File: src/hdl/cis_pkg.sv
// types, constants and microcode program of the contact impulse solver
`default_nettype none
package cis_pkg;

    localparam logic [1:0] TANGENT_ROWS = 2'd2;

    // item kinds
    localparam logic [2:0] K_WRITE   = 3'd0;
    localparam logic [2:0] K_READ    = 3'd1;
    localparam logic [2:0] K_PREPARE = 3'd2;
    localparam logic [2:0] K_SOLVE   = 3'd3;
    localparam logic [2:0] K_SETIMP  = 3'd4;

    // result sources
    localparam logic [1:0] SRC_READ = 2'd0;
    localparam logic [1:0] SRC_MASS = 2'd1;
    localparam logic [1:0] SRC_IMP  = 2'd2;

    // physical regions of the scalar store
    localparam logic [6:0] PH_JAC  = 7'd64;
    localparam logic [6:0] PH_MASS = 7'd100;
    localparam logic [6:0] PH_BIAS = 7'd103;
    localparam logic [6:0] PH_IMP  = 7'd106;

    // microcode operand addresses, temps
    localparam logic [7:0] A_RA0 = 8'd110, A_RA1 = 8'd111, A_RA2 = 8'd112;
    localparam logic [7:0] A_RB0 = 8'd113, A_RB1 = 8'd114, A_RB2 = 8'd115;
    localparam logic [7:0] A_C0 = 8'd116, A_C1 = 8'd117, A_C2 = 8'd118;
    localparam logic [7:0] A_U0 = 8'd119, A_U1 = 8'd120, A_U2 = 8'd121;
    localparam logic [7:0] A_X = 8'd122, A_Y = 8'd123, A_K = 8'd124;
    localparam logic [7:0] A_IT = 8'd125, A_SA = 8'd126, A_SB = 8'd127;
    // row relative addresses
    localparam logic [7:0] A_D0 = 8'd128, A_D1 = 8'd129, A_D2 = 8'd130;
    localparam logic [7:0] A_J0 = 8'd136, A_J1 = 8'd137, A_J2 = 8'd138;
    localparam logic [7:0] A_J3 = 8'd139, A_J4 = 8'd140, A_J5 = 8'd141;
    localparam logic [7:0] A_J6 = 8'd142, A_J7 = 8'd143, A_J8 = 8'd144;
    localparam logic [7:0] A_J9 = 8'd145, A_J10 = 8'd146, A_J11 = 8'd147;
    localparam logic [7:0] A_MASS = 8'd160, A_BIAS = 8'd161;
    localparam logic [7:0] A_IMP = 8'd162, A_RES = 8'd163;
    localparam logic [7:0] A_NONE = 8'd0;

    // program entry and branch points
    localparam logic [7:0] PC_PREP  = 8'd0;
    localparam logic [7:0] PC_TBIAS = 8'd70;
    localparam logic [7:0] PC_KMASS = 8'd71;
    localparam logic [7:0] PC_SOLVE = 8'd118;
    localparam logic [7:0] PC_FRIC  = 8'd148;
    localparam logic [7:0] PC_DELTA = 8'd151;
    localparam logic [7:0] PC_APPLY = 8'd153;
    localparam logic [7:0] PC_LAST  = 8'd209;

    typedef enum logic [3:0] {
        OP_ADD, OP_SUB, OP_MUL, OP_NEG, OP_MOV, OP_NGT, OP_SELF, OP_MAX0,
        OP_CLMP, OP_RCP, OP_JMP, OP_BRT, OP_END, OP_ENDNW
    } op_t;

    typedef enum logic [2:0] {
        S_IDLE, S_FETCH, S_RDB, S_EXE, S_DIV, S_WB, S_FIN, S_OUT
    } state_t;

    typedef struct packed {
        op_t        op;
        logic [7:0] dst;
        logic [7:0] a;
        logic [7:0] b;
    } uop_t;

    typedef struct packed {
        op_t                op;
        logic signed [31:0] a;
        logic signed [31:0] b;
        logic signed [63:0] prod;
        logic               flag;
    } alu_in_t;

    function automatic uop_t mk(op_t o, logic [7:0] d, logic [7:0] a, logic [7:0] b);
        uop_t u;
        u.op = o;
        u.dst = d;
        u.a = a;
        u.b = b;
        return u;
    endfunction

    function automatic uop_t ucode(logic [7:0] pc);
        uop_t u;
        case (pc)
            // lever arms
            8'd0: u = mk(OP_SUB, A_RA0, 8'd41, 8'd32);
            8'd1: u = mk(OP_SUB, A_RA1, 8'd42, 8'd33);
            8'd2: u = mk(OP_SUB, A_RA2, 8'd43, 8'd34);
            8'd3: u = mk(OP_SUB, A_RB0, 8'd41, 8'd35);
            8'd4: u = mk(OP_SUB, A_RB1, 8'd42, 8'd36);
            8'd5: u = mk(OP_SUB, A_RB2, 8'd43, 8'd37);
            // ra x dir
            8'd6: u = mk(OP_MUL, A_X, A_RA1, A_D2);
            8'd7: u = mk(OP_MUL, A_Y, A_RA2, A_D1);
            8'd8: u = mk(OP_SUB, A_C0, A_X, A_Y);
            8'd9: u = mk(OP_MUL, A_X, A_RA2, A_D0);
            8'd10: u = mk(OP_MUL, A_Y, A_RA0, A_D2);
            8'd11: u = mk(OP_SUB, A_C1, A_X, A_Y);
            8'd12: u = mk(OP_MUL, A_X, A_RA0, A_D1);
            8'd13: u = mk(OP_MUL, A_Y, A_RA1, A_D0);
            8'd14: u = mk(OP_SUB, A_C2, A_X, A_Y);
            // jacobian
            8'd15: u = mk(OP_NEG, A_J0, A_D0, A_NONE);
            8'd16: u = mk(OP_NEG, A_J1, A_D1, A_NONE);
            8'd17: u = mk(OP_NEG, A_J2, A_D2, A_NONE);
            8'd18: u = mk(OP_NEG, A_J3, A_C0, A_NONE);
            8'd19: u = mk(OP_NEG, A_J4, A_C1, A_NONE);
            8'd20: u = mk(OP_NEG, A_J5, A_C2, A_NONE);
            8'd21: u = mk(OP_MOV, A_J6, A_D0, A_NONE);
            8'd22: u = mk(OP_MOV, A_J7, A_D1, A_NONE);
            8'd23: u = mk(OP_MOV, A_J8, A_D2, A_NONE);
            8'd24: u = mk(OP_MUL, A_X, A_RB1, A_D2);
            8'd25: u = mk(OP_MUL, A_Y, A_RB2, A_D1);
            8'd26: u = mk(OP_SUB, A_J9, A_X, A_Y);
            8'd27: u = mk(OP_MUL, A_X, A_RB2, A_D0);
            8'd28: u = mk(OP_MUL, A_Y, A_RB0, A_D2);
            8'd29: u = mk(OP_SUB, A_J10, A_X, A_Y);
            8'd30: u = mk(OP_MUL, A_X, A_RB0, A_D1);
            8'd31: u = mk(OP_MUL, A_Y, A_RB1, A_D0);
            8'd32: u = mk(OP_SUB, A_J11, A_X, A_Y);
            8'd33: u = mk(OP_BRT, PC_TBIAS, A_NONE, A_NONE);
            // normal row bias: wb x rb, wa x ra
            8'd34: u = mk(OP_MUL, A_X, 8'd10, A_RB2);
            8'd35: u = mk(OP_MUL, A_Y, 8'd11, A_RB1);
            8'd36: u = mk(OP_SUB, A_U0, A_X, A_Y);
            8'd37: u = mk(OP_MUL, A_X, 8'd11, A_RB0);
            8'd38: u = mk(OP_MUL, A_Y, 8'd9, A_RB2);
            8'd39: u = mk(OP_SUB, A_U1, A_X, A_Y);
            8'd40: u = mk(OP_MUL, A_X, 8'd9, A_RB1);
            8'd41: u = mk(OP_MUL, A_Y, 8'd10, A_RB0);
            8'd42: u = mk(OP_SUB, A_U2, A_X, A_Y);
            8'd43: u = mk(OP_MUL, A_X, 8'd4, A_RA2);
            8'd44: u = mk(OP_MUL, A_Y, 8'd5, A_RA1);
            8'd45: u = mk(OP_SUB, A_C0, A_X, A_Y);
            8'd46: u = mk(OP_MUL, A_X, 8'd5, A_RA0);
            8'd47: u = mk(OP_MUL, A_Y, 8'd3, A_RA2);
            8'd48: u = mk(OP_SUB, A_C1, A_X, A_Y);
            8'd49: u = mk(OP_MUL, A_X, 8'd3, A_RA1);
            8'd50: u = mk(OP_MUL, A_Y, 8'd4, A_RA0);
            8'd51: u = mk(OP_SUB, A_C2, A_X, A_Y);
            8'd52: u = mk(OP_ADD, A_X, 8'd6, A_U0);
            8'd53: u = mk(OP_ADD, A_Y, 8'd0, A_C0);
            8'd54: u = mk(OP_SUB, A_U0, A_X, A_Y);
            8'd55: u = mk(OP_ADD, A_X, 8'd7, A_U1);
            8'd56: u = mk(OP_ADD, A_Y, 8'd1, A_C1);
            8'd57: u = mk(OP_SUB, A_U1, A_X, A_Y);
            8'd58: u = mk(OP_ADD, A_X, 8'd8, A_U2);
            8'd59: u = mk(OP_ADD, A_Y, 8'd2, A_C2);
            8'd60: u = mk(OP_SUB, A_U2, A_X, A_Y);
            8'd61: u = mk(OP_MUL, A_X, A_D0, A_U0);
            8'd62: u = mk(OP_MUL, A_Y, A_D1, A_U1);
            8'd63: u = mk(OP_ADD, A_X, A_X, A_Y);
            8'd64: u = mk(OP_MUL, A_Y, A_D2, A_U2);
            8'd65: u = mk(OP_ADD, A_X, A_X, A_Y);
            8'd66: u = mk(OP_NGT, A_NONE, A_X, 8'd51);
            8'd67: u = mk(OP_MUL, A_Y, 8'd50, A_X);
            8'd68: u = mk(OP_SELF, A_BIAS, A_Y, A_NONE);
            8'd69: u = mk(OP_JMP, PC_KMASS, A_NONE, A_NONE);
            // tangent row bias
            8'd70: u = mk(OP_NEG, A_BIAS, 8'd53, A_NONE);
            // k, body a
            8'd71: u = mk(OP_MUL, A_X, 8'd14, A_J3);
            8'd72: u = mk(OP_MUL, A_Y, 8'd15, A_J4);
            8'd73: u = mk(OP_ADD, A_X, A_X, A_Y);
            8'd74: u = mk(OP_MUL, A_Y, 8'd16, A_J5);
            8'd75: u = mk(OP_ADD, A_C0, A_X, A_Y);
            8'd76: u = mk(OP_MUL, A_X, 8'd17, A_J3);
            8'd77: u = mk(OP_MUL, A_Y, 8'd18, A_J4);
            8'd78: u = mk(OP_ADD, A_X, A_X, A_Y);
            8'd79: u = mk(OP_MUL, A_Y, 8'd19, A_J5);
            8'd80: u = mk(OP_ADD, A_C1, A_X, A_Y);
            8'd81: u = mk(OP_MUL, A_X, 8'd20, A_J3);
            8'd82: u = mk(OP_MUL, A_Y, 8'd21, A_J4);
            8'd83: u = mk(OP_ADD, A_X, A_X, A_Y);
            8'd84: u = mk(OP_MUL, A_Y, 8'd22, A_J5);
            8'd85: u = mk(OP_ADD, A_C2, A_X, A_Y);
            8'd86: u = mk(OP_MUL, A_X, A_J3, A_C0);
            8'd87: u = mk(OP_MUL, A_Y, A_J4, A_C1);
            8'd88: u = mk(OP_ADD, A_X, A_X, A_Y);
            8'd89: u = mk(OP_MUL, A_Y, A_J5, A_C2);
            8'd90: u = mk(OP_ADD, A_X, A_X, A_Y);
            8'd91: u = mk(OP_ADD, A_K, 8'd12, A_X);
            8'd92: u = mk(OP_ADD, A_K, A_K, 8'd13);
            // k, body b
            8'd93: u = mk(OP_MUL, A_X, 8'd23, A_J9);
            8'd94: u = mk(OP_MUL, A_Y, 8'd24, A_J10);
            8'd95: u = mk(OP_ADD, A_X, A_X, A_Y);
            8'd96: u = mk(OP_MUL, A_Y, 8'd25, A_J11);
            8'd97: u = mk(OP_ADD, A_C0, A_X, A_Y);
            8'd98: u = mk(OP_MUL, A_X, 8'd26, A_J9);
            8'd99: u = mk(OP_MUL, A_Y, 8'd27, A_J10);
            8'd100: u = mk(OP_ADD, A_X, A_X, A_Y);
            8'd101: u = mk(OP_MUL, A_Y, 8'd28, A_J11);
            8'd102: u = mk(OP_ADD, A_C1, A_X, A_Y);
            8'd103: u = mk(OP_MUL, A_X, 8'd29, A_J9);
            8'd104: u = mk(OP_MUL, A_Y, 8'd30, A_J10);
            8'd105: u = mk(OP_ADD, A_X, A_X, A_Y);
            8'd106: u = mk(OP_MUL, A_Y, 8'd31, A_J11);
            8'd107: u = mk(OP_ADD, A_C2, A_X, A_Y);
            8'd108: u = mk(OP_MUL, A_X, A_J9, A_C0);
            8'd109: u = mk(OP_MUL, A_Y, A_J10, A_C1);
            8'd110: u = mk(OP_ADD, A_X, A_X, A_Y);
            8'd111: u = mk(OP_MUL, A_Y, A_J11, A_C2);
            8'd112: u = mk(OP_ADD, A_X, A_X, A_Y);
            8'd113: u = mk(OP_ADD, A_K, A_K, A_X);
            8'd114: u = mk(OP_RCP, A_MASS, A_K, A_NONE);
            8'd115: u = mk(OP_ENDNW, A_NONE, A_RES, A_NONE);
            8'd116: u = mk(OP_MOV, A_IT, A_IMP, A_NONE);
            8'd117: u = mk(OP_JMP, PC_APPLY, A_NONE, A_NONE);
            // solve: j . v
            8'd118: u = mk(OP_MUL, A_X, A_J0, 8'd0);
            8'd119: u = mk(OP_MUL, A_Y, A_J1, 8'd1);
            8'd120: u = mk(OP_ADD, A_X, A_X, A_Y);
            8'd121: u = mk(OP_MUL, A_Y, A_J2, 8'd2);
            8'd122: u = mk(OP_ADD, A_K, A_X, A_Y);
            8'd123: u = mk(OP_MUL, A_X, A_J3, 8'd3);
            8'd124: u = mk(OP_MUL, A_Y, A_J4, 8'd4);
            8'd125: u = mk(OP_ADD, A_X, A_X, A_Y);
            8'd126: u = mk(OP_MUL, A_Y, A_J5, 8'd5);
            8'd127: u = mk(OP_ADD, A_X, A_X, A_Y);
            8'd128: u = mk(OP_ADD, A_K, A_K, A_X);
            8'd129: u = mk(OP_MUL, A_X, A_J6, 8'd6);
            8'd130: u = mk(OP_MUL, A_Y, A_J7, 8'd7);
            8'd131: u = mk(OP_ADD, A_X, A_X, A_Y);
            8'd132: u = mk(OP_MUL, A_Y, A_J8, 8'd8);
            8'd133: u = mk(OP_ADD, A_X, A_X, A_Y);
            8'd134: u = mk(OP_ADD, A_K, A_K, A_X);
            8'd135: u = mk(OP_MUL, A_X, A_J9, 8'd9);
            8'd136: u = mk(OP_MUL, A_Y, A_J10, 8'd10);
            8'd137: u = mk(OP_ADD, A_X, A_X, A_Y);
            8'd138: u = mk(OP_MUL, A_Y, A_J11, 8'd11);
            8'd139: u = mk(OP_ADD, A_X, A_X, A_Y);
            8'd140: u = mk(OP_ADD, A_K, A_K, A_X);
            8'd141: u = mk(OP_ADD, A_K, A_K, A_BIAS);
            8'd142: u = mk(OP_NEG, A_K, A_K, A_NONE);
            8'd143: u = mk(OP_MUL, A_X, A_MASS, A_K);
            8'd144: u = mk(OP_ADD, A_Y, A_IMP, A_X);
            8'd145: u = mk(OP_BRT, PC_FRIC, A_NONE, A_NONE);
            8'd146: u = mk(OP_MAX0, A_Y, A_Y, A_NONE);
            8'd147: u = mk(OP_JMP, PC_DELTA, A_NONE, A_NONE);
            8'd148: u = mk(OP_MUL, A_X, 8'd52, 8'd106);
            8'd149: u = mk(OP_MAX0, A_X, A_X, A_NONE);
            8'd150: u = mk(OP_CLMP, A_Y, A_Y, A_X);
            8'd151: u = mk(OP_SUB, A_IT, A_Y, A_IMP);
            8'd152: u = mk(OP_MOV, A_IMP, A_Y, A_NONE);
            // apply impulse held in A_IT
            8'd153: u = mk(OP_MUL, A_SA, 8'd12, A_IT);
            8'd154: u = mk(OP_MUL, A_SB, 8'd13, A_IT);
            8'd155: u = mk(OP_MUL, A_X, A_J0, A_SA);
            8'd156: u = mk(OP_ADD, 8'd0, 8'd0, A_X);
            8'd157: u = mk(OP_MUL, A_X, A_J1, A_SA);
            8'd158: u = mk(OP_ADD, 8'd1, 8'd1, A_X);
            8'd159: u = mk(OP_MUL, A_X, A_J2, A_SA);
            8'd160: u = mk(OP_ADD, 8'd2, 8'd2, A_X);
            8'd161: u = mk(OP_MUL, A_X, A_J6, A_SB);
            8'd162: u = mk(OP_ADD, 8'd6, 8'd6, A_X);
            8'd163: u = mk(OP_MUL, A_X, A_J7, A_SB);
            8'd164: u = mk(OP_ADD, 8'd7, 8'd7, A_X);
            8'd165: u = mk(OP_MUL, A_X, A_J8, A_SB);
            8'd166: u = mk(OP_ADD, 8'd8, 8'd8, A_X);
            8'd167: u = mk(OP_MUL, A_X, 8'd14, A_J3);
            8'd168: u = mk(OP_MUL, A_Y, 8'd15, A_J4);
            8'd169: u = mk(OP_ADD, A_X, A_X, A_Y);
            8'd170: u = mk(OP_MUL, A_Y, 8'd16, A_J5);
            8'd171: u = mk(OP_ADD, A_X, A_X, A_Y);
            8'd172: u = mk(OP_MUL, A_X, A_X, A_IT);
            8'd173: u = mk(OP_ADD, 8'd3, 8'd3, A_X);
            8'd174: u = mk(OP_MUL, A_X, 8'd17, A_J3);
            8'd175: u = mk(OP_MUL, A_Y, 8'd18, A_J4);
            8'd176: u = mk(OP_ADD, A_X, A_X, A_Y);
            8'd177: u = mk(OP_MUL, A_Y, 8'd19, A_J5);
            8'd178: u = mk(OP_ADD, A_X, A_X, A_Y);
            8'd179: u = mk(OP_MUL, A_X, A_X, A_IT);
            8'd180: u = mk(OP_ADD, 8'd4, 8'd4, A_X);
            8'd181: u = mk(OP_MUL, A_X, 8'd20, A_J3);
            8'd182: u = mk(OP_MUL, A_Y, 8'd21, A_J4);
            8'd183: u = mk(OP_ADD, A_X, A_X, A_Y);
            8'd184: u = mk(OP_MUL, A_Y, 8'd22, A_J5);
            8'd185: u = mk(OP_ADD, A_X, A_X, A_Y);
            8'd186: u = mk(OP_MUL, A_X, A_X, A_IT);
            8'd187: u = mk(OP_ADD, 8'd5, 8'd5, A_X);
            8'd188: u = mk(OP_MUL, A_X, 8'd23, A_J9);
            8'd189: u = mk(OP_MUL, A_Y, 8'd24, A_J10);
            8'd190: u = mk(OP_ADD, A_X, A_X, A_Y);
            8'd191: u = mk(OP_MUL, A_Y, 8'd25, A_J11);
            8'd192: u = mk(OP_ADD, A_X, A_X, A_Y);
            8'd193: u = mk(OP_MUL, A_X, A_X, A_IT);
            8'd194: u = mk(OP_ADD, 8'd9, 8'd9, A_X);
            8'd195: u = mk(OP_MUL, A_X, 8'd26, A_J9);
            8'd196: u = mk(OP_MUL, A_Y, 8'd27, A_J10);
            8'd197: u = mk(OP_ADD, A_X, A_X, A_Y);
            8'd198: u = mk(OP_MUL, A_Y, 8'd28, A_J11);
            8'd199: u = mk(OP_ADD, A_X, A_X, A_Y);
            8'd200: u = mk(OP_MUL, A_X, A_X, A_IT);
            8'd201: u = mk(OP_ADD, 8'd10, 8'd10, A_X);
            8'd202: u = mk(OP_MUL, A_X, 8'd29, A_J9);
            8'd203: u = mk(OP_MUL, A_Y, 8'd30, A_J10);
            8'd204: u = mk(OP_ADD, A_X, A_X, A_Y);
            8'd205: u = mk(OP_MUL, A_Y, 8'd31, A_J11);
            8'd206: u = mk(OP_ADD, A_X, A_X, A_Y);
            8'd207: u = mk(OP_MUL, A_X, A_X, A_IT);
            8'd208: u = mk(OP_ADD, 8'd11, 8'd11, A_X);
            8'd209: u = mk(OP_END, A_NONE, A_RES, A_NONE);
            default: u = mk(OP_END, A_NONE, A_RES, A_NONE);
        endcase
        return u;
    endfunction

endpackage
`default_nettype wire

File: src/hdl/cis_recip.sv
// bit-serial restoring reciprocal of k in q format
`default_nettype none
module cis_recip
    import cis_pkg::*;
#(
    parameter int FRAC_BITS = 16
)
(
    input  logic               clk,
    input  logic               rst_n,
    input  logic               start,
    input  logic signed [31:0] divisor,
    output logic               done,
    output logic signed [31:0] quotient
);

    localparam int QW = 2 * FRAC_BITS + 1;
    localparam int CW = $clog2(QW + 1);

    logic [CW-1:0] cnt_reg, cnt_next;
    logic          done_reg, done_next;
    logic          nonpos_reg, nonpos_next;
    logic [31:0]   dvs_reg, dvs_next;
    logic [32:0]   rem_reg, rem_next;
    logic [QW-1:0] q_reg, q_next;
    logic [32:0]   trial;
    logic [63:0]   q_wide;

    always_comb
    begin
        cnt_next    = cnt_reg;
        done_next   = 1'b0;
        nonpos_next = nonpos_reg;
        dvs_next    = dvs_reg;
        rem_next    = rem_reg;
        q_next      = q_reg;
        // dividend is a single one at bit 2*frac, shifted in first
        trial = {rem_reg[31:0], (cnt_reg == CW'(QW))};
        if (start)
        begin
            cnt_next    = CW'(QW);
            nonpos_next = (divisor <= 32'sd0);
            dvs_next    = divisor;
            rem_next    = '0;
            q_next      = '0;
        end
        else if (cnt_reg != '0)
        begin
            cnt_next = cnt_reg - 1'b1;
            if (trial >= {1'b0, dvs_reg})
            begin
                rem_next = trial - {1'b0, dvs_reg};
                q_next   = {q_reg[QW-2:0], 1'b1};
            end
            else
            begin
                rem_next = trial;
                q_next   = {q_reg[QW-2:0], 1'b0};
            end
            done_next = (cnt_reg == CW'(1));
        end
    end

    always_ff @(posedge clk or negedge rst_n)
    begin
        if (!rst_n)
        begin
            cnt_reg  <= '0;
            done_reg <= 1'b0;
        end
        else
        begin
            cnt_reg  <= cnt_next;
            done_reg <= done_next;
        end
    end

    always_ff @(posedge clk)
    begin
        nonpos_reg <= nonpos_next;
        dvs_reg    <= dvs_next;
        rem_reg    <= rem_next;
        q_reg      <= q_next;
    end

    always_comb
    begin
        q_wide = {{(64 - QW){1'b0}}, q_reg};
        if (nonpos_reg)
        begin
            quotient = 32'sd0;
        end
        else if (q_wide > 64'h7fffffff)
        begin
            quotient = 32'sh7fffffff;
        end
        else
        begin
            quotient = q_wide[31:0];
        end
    end

    assign done = done_reg;

endmodule
`default_nettype wire

File: config.mk
export PLATFORM = sky130hd
export DESIGN_NAME = cis_recip
export DESIGN_NICKNAME = d
export VERILOG_FILES = /design/src/hdl/cis_pkg.sv /design/src/hdl/cis_recip.sv
export SDC_FILE = /design/constraint.sdc
export NUM_CORES = 1
export LEC_CHECK = 0
export ABC_AREA = 1
export BUFFER_PORTS_ARGS = -buffer_cell sky130_fd_sc_hd__buf_4
export CAP_MARGIN = 20
export CORE_MARGIN = 8
export CORE_UTILIZATION = 55
export CTS_BUF_LIST = sky130_fd_sc_hd__clkbuf_4 sky130_fd_sc_hd__clkbuf_8
export DETAILED_ROUTE_END_ITERATION = 10
export PLACE_DENSITY = 0.82
export SLEW_MARGIN = 15
export SYNTH_ARGS = -nofsm -noshare
export SYNTH_HDL_FRONTEND = slang
export SYNTH_SLANG_ARGS = --single-unit
File: constraint.sdc
create_clock -name clk -period 2.2 [get_ports clk]
set_input_delay 0.33 -clock clk [delete_from_list [all_inputs] [get_ports clk]]
set_output_delay 0.33 -clock clk [all_outputs]
set_load 0.01 [all_outputs]
==> results <==
- After synthesis the cells add up to 6880 um^2.
- Setup repair after global routing could not meet its margin everywhere.
- Setup violations remaining at the end of the flow were counted as 31.
- The actual transition at the worst max-transition pin is 0.967 ns.
- For this run the aggregate overflow at the end of global routing stands at 0.
- In this run the remaining antenna-violating nets after routing total 0.
- The number of DRC markers after the initial detailed-route iteration is approximately 400.
- For this configuration, the core starts out at a cell density of 0.554.
- The combined global-route utilization of all metal layers is 0.249.
- The number of remaining DRC errors is 0.
- The clock root buffer master is clkbuf_8.
- The total of flip-flops plus latches after synthesis is 105.
- The first global-routing pass estimated about 32000 um of wire.
- In this run the cell area measured after placement is 7940 um^2.
- For this run, the post-layout net count is 1187.
- The power per cell area is 1280 nW/um^2.
- Each instance of the synthesized netlist takes up on average 6.95 um^2.
- The startpoint kind of the worst setup timing path is a register.
- The post-synthesis net count is 1059.
- Ranked by total cell area, the synthesized netlist is headed by dfxtp_1, edfxtp_1, nand2_1, inv_1, ha_1.
- In the synthesized netlist, the number of instances is 989.
- Input and output buffers added on the ports amount to 66.
- The count of pins over their slew limit came to 0.
- The classification of the worst-slack hold path is input pin to register.
- The checks that failed: negative setup slack.
- The largest fanout on the critical path is 7.
- In the final routed layout, each cell accounts on average for about 15 um.
- Of the cells placed in the final design, the portion with a size suffix greater than 1 is 0.262.
- The category of the critical setup timing path is register to register.
- Once detailed placement completed, the half-perimeter wirelength came to roughly 15000 um.
- The clock slew at the register clock pins of the worst setup and hold paths is 0.11 ns.
- Data on the critical path is required at its endpoint by 2.49 ns.
- The least setup slack across all paths after layout is -0.144 ns.
- The floorplan step set the die width to 128 um.
- VDD sags by at most 0.599 mV.
- The total of max-cap violations is 0.
- The via count of the first global-routing pass is 6918.
- The flow ran to the end, but the final reports show violations.
- The Yosys step of the flow raised 0 warnings.
- Summed over all instances, the cell type with the most area after synthesis is dfxtp_1.
- The proportion of synthesized chip area in sequential cells is 0.359.
- The die covers 16300 um^2.
- Using the TritonRoute via totals, the vias-per-cell ratio works out to roughly 5.3.
- The routed via count is 6867.
- The number of different library cells in the post-synthesis netlist is 43.
- The clock tree buffer depth is 2.
- The largest net degree at the start of global routing is 35.
- Between clock sinks in the finished design, the worst skew comes to 0.0162 ns.
- The number of detailed-route iterations in the first pass is 4.
- The layout has 1060 filler cells.
- The detailed-route wire length is 20000 um.
- The number of H-tree branching levels is 3.
- The count of boundary I/O pins is between 60 and 70.
- The number of antenna violations at the first check in global routing is 0.
- For the finished layout, the period the worst path requires is 2.34 ns.
- The core region is 12400 um^2.
- The type of element capturing the critical path is a register.
- The floorplan has just over 40 rows.
- Derived from the worst setup path, the maximum achievable clock frequency is 427 MHz.
- The register with the most flip-flops in the layout has 33 of them.
- STA puts the critical path data arrival time at 2.63 ns.
- The clock reaches the later pin of the worst-skew pair after 0.40 ns.
- From synthesis to final layout, the design area changed by 27.0%.
- The share of synthesized area in the top cell type comes to 0.189.
- The die is between 100 and 150 um tall.
- The final RePlAce weighted congestion is 0.998.
- OpenSTA, run right after detailed placement, puts the worst setup slack at -0.185 ns.
- 0 antenna diodes ended up in the layout.
- Headroom to the max-slew limit came out at 0.355.
- The clock tree from TritonCTS is built.
- The CTS sink count is 105.
- The finished layout cell area is a little under 9000 um^2.
- The hold violation total from the final report is 0.
- Of the available clock period, the critical path in the final layout requires 1.07.
- The number of CTS-inserted buffers is 9.
- Summed over all cells, the static leakage comes to 4.54 nW.
==> cell type report <==
cell class,count,area [um^2],share of cell area
Clock inverter,5,61.3,0.00702
Inverter,202,771,0.0883
Clock buffer,11,145,0.0166
Tap cell,172,215,0.0246
Sequential cell,105,2470,0.283
Timing Repair Buffer,145,1230,0.141
Multi-Input combinational cell,654,3840,0.440
==> per-stage QoR <==
stage	hold WS (ns)	TNS (ns)	util	std cells	total power, mW
after floorplan	0.0344	0	-	989	6.45
after global placement	0.153	-1.19	0.640	1259	8.24
after detailed placement	0.154	-3.34	0.640	1259	8.34
after CTS	0.0908	-1.07	0.683	1293	10.5
after global routing	0.0963	-7.33	0.703	1294	12.0
final	0.110	-3.09	0.703	1294	11.2
==> logic make-up (layout without fill, tap and decap cells) <==
family,Yosys count,after routing,synth area share
adder cells (fa/ha/maj),35,35,0.0648
flip-flops,105,105,0.359
AND/OR/NAND/NOR,484,484,0.328
buffers and inverters,230,363,0.133
AO/OA/AOI/OAI,119,119,0.0955
other,1,1,0.000545
XOR/XNOR,15,15,0.0191
==> final timing paths <==
check | slack, ns | from | end | cells past startpoint
setup / recovery | -0.14 | cnt_reg[3] | rem_reg[13] | 16
hold / removal | 0.11 | divisor[25] | dvs_reg[25] | 1
setup reg to reg | -0.14 | cnt_reg[3] | rem_reg[13] | 16
hold reg to reg | 0.49 | q_reg[31] | q_reg[31] | 2
max in group asynchronous | 1.77 | rst_n | cnt_reg[4] | 2
min in group asynchronous | 0.31 | rst_n | done | 2
==> layer usage <==
metal | up-vias | global-route usage | part of all wire
met5 | - | 0 | 0
met4 | 0 | 0.130 | 0.035
met3 | 50 | 0.0483 | 0.065
met2 | 226 | 0.427 | 0.48
met1 | 3196 | 0.289 | 0.42
li1 | 3395 | - | -
==> cell usage in the layout, fill, tap and decap left out, types with 7 or more instances in the layout <==
cell type	instances
nand2_1	233
nor2_2	12
buf_6	7
o21ai_0	17
buf_4	129
nor2_1	53
nor4_1	11
ha_1	29
inv_2	7
inv_1	191
nand4_1	15
nand2_4	17
edfxtp_1	33
a21oi_1	56
nand3_2	32
nand3_1	49
dfrtp_1	7
nand2_2	37
o22ai_1	32
clkbuf_8	10
xor2_1	13
dfxtp_1	65
==> worst max-delay path, cell delays in order (launching register included) <==
cell,delay [ns]
dfrtp_1,0.40
nor2_2,0.16
nand2_4,0.07
nor3_4,0.20
inv_2,0.07
ha_4,0.22
nand2_2,0.07
nor2_2,0.04
nand3_2,0.09
nand3_2,0.10
nor2_4,0.22
nand2_8,0.15
inv_8,0.10
nor2_8,0.05
clkbuf_16,0.17
nand2_4,0.06
nand3_2,0.06
==> timing repair <==
| action | 4_1_cts | 5_1_grt |
|---|---|---|
| resized for setup | 46 | 57 |
| endpoints found under the setup margin | 32 | 67 |
| pin swaps | 22 | 24 |
| hold buffers | 1 | 0 |
| setup buffers | 16 | 2 |
| hold endpoints to repair | 7 | 0 |
| cloned | 1 | 1 |
==> cell usage after synthesis <==
master,instances
nor3_2,1
nand2_4,2
or2_2,2
inv_1,194
and2_1,1
buf_12,1
edfxtp_1,33
nand4_1,15
clkinv_1,1
nor3b_1,1
dfxtp_1,65
fa_1,1
a21boi_1,1
nor2_2,8
nor2_1,57
nand3_1,68
o21bai_1,2
a21oi_2,2
o21ai_0,18
inv_4,1
nor3_1,6
dfrtp_1,7
xnor2_1,2
nor2_8,1
inv_2,6
nand3_2,13
buf_2,9
buf_4,2
nand3b_1,6
nand2_1,261
nor4_1,11
clkbuf_1,13
buf_1,1
o21ai_1,3
a21oi_1,58
conb_1,1
nor2_4,6
o22ai_1,33
buf_6,2
o21a_1,2
xor2_1,13
nand2_2,25
ha_1,34
==> where the power goes <==
group | switching (mW) | leakage (nW) | internal (mW)
Clock | 0.708 | 0.110 | 0.582
Combinational | 4.17 | 3.49 | 3.04
Sequential | 0.298 | 0.938 | 2.39
Total | 5.17 | 4.54 | 6.01
No activity file was read; power rests on OpenSTA's default activity.
